<file path="config.mk">
export PLATFORM = sky130hd
export DESIGN_NAME = hid_report_page_key_decoder
export DESIGN_NICKNAME = d
export VERILOG_FILES = /design/src/rtl/core/hrpkd_pkg.sv /design/src/rtl/core/hid_report_page_key_decoder.sv
export SDC_FILE = /design/constraint.sdc
export NUM_CORES = 1
export LEC_CHECK = 0
export ABC_AREA = 0
export BUFFER_PORTS_ARGS = -buffer_cell sky130_fd_sc_hd__buf_2
export CORE_UTILIZATION = 60
export CTS_CLUSTER_DIAMETER = 30
export DETAILED_ROUTE_END_ITERATION = 6
export PLACE_DENSITY = 0.79
export SKIP_CTS_REPAIR_TIMING = 1
export SLEW_MARGIN = 30
export SYNTH_ARGS = -nofsm -noshare
export SYNTH_HDL_FRONTEND = slang
export SYNTH_SLANG_ARGS = --single-unit
</file>
<file path="constraint.sdc">
create_clock -name clk_i -period 16.9 [get_ports clk_i]
set_input_delay 0.845 -clock clk_i [delete_from_list [all_inputs] [get_ports clk_i]]
set_output_delay 0.845 -clock clk_i [all_outputs]
set_load 0.02 [all_outputs]
</file>
<file path="src/rtl/core/hrpkd_pkg.sv">
// Package with the word types, register indexes and keycodes of the HID page-key decoder.
`timescale 1ns / 1ps
`default_nettype none

package hrpkd_pkg;

  localparam int unsigned DeviceSlots    = 4;
  localparam int unsigned MaxReportBytes = 64;
  localparam int unsigned CountWidth     = $clog2(MaxReportBytes + 1);

  localparam logic [7:0] KeyPageUp      = 8'h4B;
  localparam logic [7:0] KeyPageDown    = 8'h4E;
  localparam logic [7:0] KeyConsBack    = 8'hE9;
  localparam logic [7:0] KeyConsFwd     = 8'hEA;
  localparam logic [7:0] KeyShortBack   = 8'h01;
  localparam logic [7:0] KeyShortFwd    = 8'h02;
  localparam logic [7:0] KeyFifthA      = 8'h07;
  localparam logic [7:0] KeyFifthB      = 8'h09;

  localparam logic [1:0] BtnNone        = 2'd0;
  localparam logic [1:0] BtnBack        = 2'd1;
  localparam logic [1:0] BtnForward     = 2'd2;

  localparam logic [15:0] GapResetMs    = 16'd150;
  localparam logic [5:0]  IndexReset    = 6'd2;

  typedef enum logic [2:0] {
    RegProfileValid     = 3'd0,
    RegProfileByteIndex = 3'd1,
    RegProfilePageUp    = 3'd2,
    RegProfilePageDown  = 3'd3,
    RegProfilePressBit  = 3'd4,
    RegInjectGapMs      = 3'd5
  } cfg_reg_e;

  typedef struct packed {
    logic [1:0]  device_slot;
    logic [7:0]  report_byte;
    logic        end_of_report;
    logic [31:0] time_ms;
  } in_word_t;

  typedef struct packed {
    logic [7:0] decoded_key;
    logic       press_edge;
    logic [1:0] page_button;
    logic       inject_now;
  } out_word_t;

endpackage

`default_nettype wire

</file>
<file path="src/rtl/core/hid_report_page_key_decoder.sv">
// Top level of the HID page-key decoder: byte capture, report decode and press edges.
//
//  Channel   Direction  Handshake                 Word
//  in        sink       in_valid_i / in_stall_o   in_word_i   (in_word_t)
//  out       source     out_valid_o / out_stall_i out_word_o  (out_word_t)
//  cfg       sink       cfg_valid_i / cfg_ready_o cfg_index_i, cfg_data_i
//
// A byte accepted into the input register is decoded from there into the result
// register, from which its word leaves, and one byte is taken in every cycle while
// the result register is not stalled. The per-slot state and the capture registers
// are updated in the decode stage, so consecutive bytes never wait on each other.
// A word stalled in the result register holds back the decode stage, and the
// input register then raises in_stall_o. Reset initialises all but the data words.
`timescale 1ns / 1ps
`default_nettype none

module hid_report_page_key_decoder import hrpkd_pkg::*; (
  input  wire logic      clk_i,
  input  wire logic      rst_ni,
  input  wire logic      in_valid_i,
  output logic           in_stall_o,
  input  wire in_word_t  in_word_i,
  output logic           out_valid_o,
  input  wire logic      out_stall_i,
  output out_word_t      out_word_o,
  input  wire logic      cfg_valid_i,
  output logic           cfg_ready_o,
  input  wire logic [2:0]  cfg_index_i,
  input  wire logic [15:0] cfg_data_i
);

  logic        prof_valid_q;
  logic [5:0]  prof_index_q;
  logic [7:0]  prof_up_q;
  logic [7:0]  prof_down_q;
  logic        prof_bit_q;
  logic [15:0] gap_q;

  logic     in_valid_q;
  in_word_t in_word_q;

  logic [CountWidth-1:0] count_q, count_d;
  logic [7:0] first_q, first_d;
  logic [7:0] third_q, third_d;
  logic [7:0] fifth_q, fifth_d;
  logic [7:0] prof_byte_q, prof_byte_d;
  logic        held_q [DeviceSlots];
  logic [31:0] last_inj_q [DeviceSlots];

  logic      out_valid_q;
  out_word_t out_word_q;

  logic      advance;
  logic      fire;
  logic      emit;
  logic      pressed;
  logic      edge_det;
  logic      do_inject;
  logic [7:0] key;
  logic [1:0] btn;
  logic [31:0] elapsed;
  logic [CountWidth-1:0] len;
  logic [1:0] slot;

  assign advance     = !out_valid_q || !out_stall_i;
  assign fire        = in_valid_q && advance;
  assign in_stall_o  = in_valid_q && !advance;
  assign cfg_ready_o = 1'b1;
  assign out_valid_o = out_valid_q;
  assign out_word_o  = out_word_q;
  assign slot        = in_word_q.device_slot;

  always_ff @(posedge clk_i or negedge rst_ni) begin
    if (!rst_ni) begin
      prof_valid_q <= 1'b0;
      prof_index_q <= IndexReset;
      prof_up_q    <= KeyPageUp;
      prof_down_q  <= KeyPageDown;
      prof_bit_q   <= 1'b0;
      gap_q        <= GapResetMs;
    end else if (cfg_valid_i && cfg_ready_o) begin
      case (cfg_reg_e'(cfg_index_i))
        RegProfileValid:     prof_valid_q <= cfg_data_i[0];
        RegProfileByteIndex: prof_index_q <= cfg_data_i[5:0];
        RegProfilePageUp:    prof_up_q    <= cfg_data_i[7:0];
        RegProfilePageDown:  prof_down_q  <= cfg_data_i[7:0];
        RegProfilePressBit:  prof_bit_q   <= cfg_data_i[0];
        RegInjectGapMs:      gap_q        <= cfg_data_i;
        default: ;
      endcase
    end
  end

  // Capture of the current byte, seen by the decode of the same byte.
  always_comb begin
    count_d     = count_q;
    first_d     = first_q;
    third_d     = third_q;
    fifth_d     = fifth_q;
    prof_byte_d = prof_byte_q;
    if (count_q < CountWidth'(MaxReportBytes)) begin
      if (count_q == CountWidth'(0)) first_d = in_word_q.report_byte;
      if (count_q == CountWidth'(2)) third_d = in_word_q.report_byte;
      if (count_q == CountWidth'(4)) fifth_d = in_word_q.report_byte;
      if (count_q == CountWidth'(prof_index_q)) prof_byte_d = in_word_q.report_byte;
      count_d = count_q + CountWidth'(1);
    end
  end

  assign len  = count_d;
  assign emit = in_word_q.end_of_report && (len >= CountWidth'(2));

  always_comb begin
    key     = 8'd0;
    pressed = 1'b0;
    if (prof_valid_q) begin
      if (len >= CountWidth'(prof_index_q) + CountWidth'(1)) key = prof_byte_d;
      if (prof_bit_q) pressed = first_d[0];
      else pressed = (key != 8'd0);
    end else if (len == CountWidth'(3)) begin
      key = third_d;
      if (first_d == KeyShortBack || key == KeyPageUp) begin
        key     = KeyPageUp;
        pressed = 1'b1;
      end else if (first_d == KeyShortFwd || key == KeyPageDown) begin
        key     = KeyPageDown;
        pressed = 1'b1;
      end else begin
        pressed = (key != 8'd0);
      end
    end else if (len == CountWidth'(6)) begin
      if (first_d == KeyShortBack) begin
        key     = KeyPageUp;
        pressed = 1'b1;
      end else if (first_d == KeyShortFwd) begin
        key     = KeyPageDown;
        pressed = 1'b1;
      end
    end else if (len >= CountWidth'(5)) begin
      if (fifth_d inside {KeyFifthA, KeyFifthB}) begin
        key     = fifth_d;
        pressed = first_d[0];
      end else begin
        key     = third_d;
        pressed = (key != 8'd0);
      end
    end else begin
      key     = (len > CountWidth'(2)) ? third_d : 8'd0;
      pressed = (key != 8'd0);
    end
  end

  assign edge_det = pressed && !held_q[slot];
  assign elapsed  = in_word_q.time_ms - last_inj_q[slot];

  always_comb begin
    btn = BtnNone;
    if (edge_det) begin
      if (prof_valid_q) begin
        if (key == prof_up_q) btn = BtnBack;
        else if (key == prof_down_q) btn = BtnForward;
      end else if (key inside {KeyShortBack, KeyPageUp, KeyConsBack}) begin
        btn = BtnBack;
      end else if (key inside {KeyShortFwd, KeyPageDown, KeyConsFwd}) begin
        btn = BtnForward;
      end
    end
  end

  assign do_inject = (btn != BtnNone) && (elapsed >= {16'd0, gap_q});

  always_ff @(posedge clk_i or negedge rst_ni) begin
    if (!rst_ni) begin
      in_valid_q <= 1'b0;
    end else if (!in_stall_o) begin
      in_valid_q <= in_valid_i;
    end
  end

  always_ff @(posedge clk_i) begin
    if (in_valid_i && !in_stall_o) begin
      in_word_q <= in_word_i;
    end
  end

  always_ff @(posedge clk_i or negedge rst_ni) begin
    if (!rst_ni) begin
      count_q     <= '0;
      first_q     <= '0;
      third_q     <= '0;
      fifth_q     <= '0;
      prof_byte_q <= '0;
      for (int i = 0; i < DeviceSlots; i++) begin
        held_q[i]     <= 1'b0;
        last_inj_q[i] <= '0;
      end
    end else if (fire) begin
      if (in_word_q.end_of_report) begin
        count_q     <= '0;
        first_q     <= '0;
        third_q     <= '0;
        fifth_q     <= '0;
        prof_byte_q <= '0;
      end else begin
        count_q     <= count_d;
        first_q     <= first_d;
        third_q     <= third_d;
        fifth_q     <= fifth_d;
        prof_byte_q <= prof_byte_d;
      end
      if (emit) begin
        held_q[slot] <= pressed;
        if (do_inject) last_inj_q[slot] <= in_word_q.time_ms;
      end
    end
  end

  always_ff @(posedge clk_i or negedge rst_ni) begin
    if (!rst_ni) begin
      out_valid_q <= 1'b0;
    end else if (advance) begin
      out_valid_q <= fire && emit;
    end
  end

  always_ff @(posedge clk_i) begin
    if (fire && emit) begin
      out_word_q.decoded_key <= key;
      out_word_q.press_edge  <= edge_det;
      out_word_q.page_button <= btn;
      out_word_q.inject_now  <= do_inject;
    end
  end

endmodule

`default_nettype wire

</file>
==> reports/qor.yml <==
cts:
  clkTransAtPathRegs_ns: 0.06
  cts_root_buf: "clkbuf_16"
  clk_latency_ns: 0.55
  cts_made_buffers: 51
  clock_sinks: 268
  cts.path.max_buffers: 3
  cts.htree.levels: 2
  cts_tree: "yes"
floorplan:
  core_mm2: 0.02439
  rows: 57
  die_area_mm2: 0.02563
  die-height_um: 160.1
  die_w_um: 160.1
  start_util: 0.6148
  io_pins: 82
synthesis:
  synth.area.mux_share: 0.2017
  yosysTopAreaCell: "dfrtp_1"
  avgSynthCellArea_um2: 11.77
  synth_top_family_by_area: "multiplexers"
  synth_xor_area_frac: 0.02687
  ys_seq_elements: 268
  synthTopCellsByArea: "dfrtp_1 (33%), edfxtp_1 (11%), mux2_1 (7.4%)"
  seq_area_frac_synth: 0.4667
  yosysWarnings: 0
  synth_simple_gate_area_frac: 0.1059
  synthAdderAreaFrac: 0.04806
  synth_edf_count: 55
  synthFlopType: "dfrtp_1"
  syn-cell-area_mm2: 0.01499
  yosys.cell_count.top_type: "dfrtp_1"
  syn-instance-count: 1274
  synthArstFlopShare: 0.7948
  yosys-top-cells-count: "dfrtp_1 (200), mux2_1 (99), nand2_1 (79)"
  ys_types: 88
  synth_top_area_frac: 0.3338
  synthesis.nets: 1398
  synth_compound_gate_area_share: 0.1161
pwr:
  power_leakage_nw: 8.077
  internal_power_mw: 1.998
  power.switching_mw: 1.094
  ir_worst_vdd_v: 0.0001112
  powerDensity_mw_per_mm2: 177.0
  pwr-share-comb: 0.340
  p_sw_frac: 0.3538
  p_clk_frac: 0.338
  seqPwrFrac: 0.322
placed_design:
  routabilityCongestion: 0.9442
  dp_hpwl_um: 23760
  io_buffers: 80
  placed_area_mm2: 0.01561
  dp_cells: 1635
detailed_routing:
  drtIter0Drc: 726
  drc: 0
  drtPass1Iterations: 5
  wl_per_cell_um: 20.83
  num_vias: 10760
  drtAntennaViolNets: 0
  routed_wl_um: 36100
  via_per_inst: 6.211
layout:
  final_cells: 1733
  drive_gt1_frac: 0.2271
  fin_nets: 1490
  final_cell_area_mm2: 0.01747
  areaGrowthSynthToFinish_pct: 16.51
  antenna_cells: 0
worst_setup_path:
  worst-setup-path-type: "reg -> reg"
  crit_path_end_kind: "flop"
  critPathRequiredTime_ns: 17.32
  start_kind: "flop"
  cp_slowest_stage_delay_ns: 0.62
  cp_max_fo: 37
  crit_path_top_delay_cell: "o41ai_1"
  arrival_ns: 7.58
hold_path:
  holdCritPathClass: "in -> async"
global_route:
  antenna_found_initial: 0
  grt_max_degree: 81
  track_usage: 0.2874
  grt_pass1_vias: 10910
  grt_pass1_wl_um: 58510
  globalRoute.totalOverflow: 0
timing:
  maxSlewHeadroom: 0.4363
  hold_viol_final: 0
  clock_skew_ns: 0.01527
  tightestPinTransition_ns: 0.8386
  min_period_ns: 7.156
  fin_crit_sh: 0.4234
  drv_slew: 0
  tns_ns: 0
  rsz0062_at_grt: "false"
  setup_viol_count_final: 0
  fmax_mhz: 139.7
run:
  maxCapViolCount: 0
status:
  status: "finished, final reports clean"
routing by layer:
metal | GRT usage | share of wire
met4 | 0.09394 | 0.025
met1 | 0.3981 | 0.43
met5 | 0 | 0
met3 | 0.06000 | 0.066
met2 | 0.4542 | 0.48
power by group through the flow:
stage                     sequential [mW]  combinational, mW  clock, mW
after floorplan                     0.944              0.805          0
after global placement              0.979              0.986          0
after detailed placement            0.995               1.02          0
after CTS                           0.992               1.04       1.06
after global routing                 1.02               1.16       1.09
final                               0.995               1.05       1.04
final cells by class:
| type | instances | area [um^2] |
|---|---|---|
| Tap cell | 324 | 405.4 |
| Fill cell | 1669 | 6922 |
| Clock inverter | 41 | 466.7 |
| Inverter | 75 | 281.5 |
| Timing Repair Buffer | 87 | 478.0 |
| Sequential cell | 268 | 6998 |
| Multi-Input combinational cell | 883 | 7507 |
| Clock buffer | 55 | 1333 |
cell usage in the layout, fill, tap and decap left out, types with 44 or more instances in the layout:
cell type and n:
buf_2 79, clkbuf_16 52, ha_1 56, o21ai_0 66
nor2_1 44, dfrtp_1 200, mux2_1 99, nand2_1 79
inv_1 75, edfxtp_1 55, a21oi_1 51
final timing paths:
path	start	endpoint	slack, ns	cells past startpoint
max	slot[0]	last_inj_q[33]	9.74	25
min	rst_ni	third_q[2]	0.32	1
max reg2reg	slot[0]	last_inj_q[33]	9.74	25
min reg2reg	prof_byte_q[4]	prof_byte_q[4]	0.48	2
max in group asynchronous	rst_ni	last_inj_q[26]	15.25	2
min in group clk_i	in_word_i[14]	in_word_q[14]	0.46	1
metrics by stage:
step | total power [mW] | hold WS [ns] | setup slack, ns | util
final | 3.093 | 0.3156 | 9.744 | 0.7162
after global routing | 3.259 | 0.3787 | 9.209 | 0.7162
after CTS | 3.088 | 0.3654 | 9.498 | 0.7139
after detailed placement | 2.015 | 0.4723 | 9.601 | 0.6401
after global placement | 1.965 | 0.4599 | 9.852 | 0.6401
after floorplan | 1.749 | 0.4435 | 10.39 | -
worst max-delay path, delay by kind of cell, from the launching register on:
family                     cells  cell delay, ns
AOI/OAI and AO/OA             12            3.02
and+or+nand+nor                5            1.14
muxes                          2            0.93
buffers and inverters          3            0.90
adders and majority gates      2            0.52
DFF                            1            0.33
xor gates and xnor gates       1            0.14
registers in the layout, summed over array words and instances, names as in the netlist, 2 cells and up:
signal	count
first_q	8
in_word_q	41
count_q	7
third_q	8
fifth_q	8
out_word_o	12
prof_byte_q	8
gap_q	16
held_q	4
prof_down_q	8
prof_index_q	6
last_inj_q	128
prof_up_q	8
slot	2
kinds of logic (layout without fill, tap and decap cells):
group                    count (synthesis)  count (layout)
flip-flops                             268             268
AO/OA/AOI/OAI                          257             257
other                                    1               1
XOR/XNOR                                46              46
adder cells (fa/ha/maj)                 57              57
AND/OR/NAND/NOR                        294             294
buffers and inverters                  123             258
multiplexers                           228             228
No activity file was read; power rests on OpenSTA's default activity.
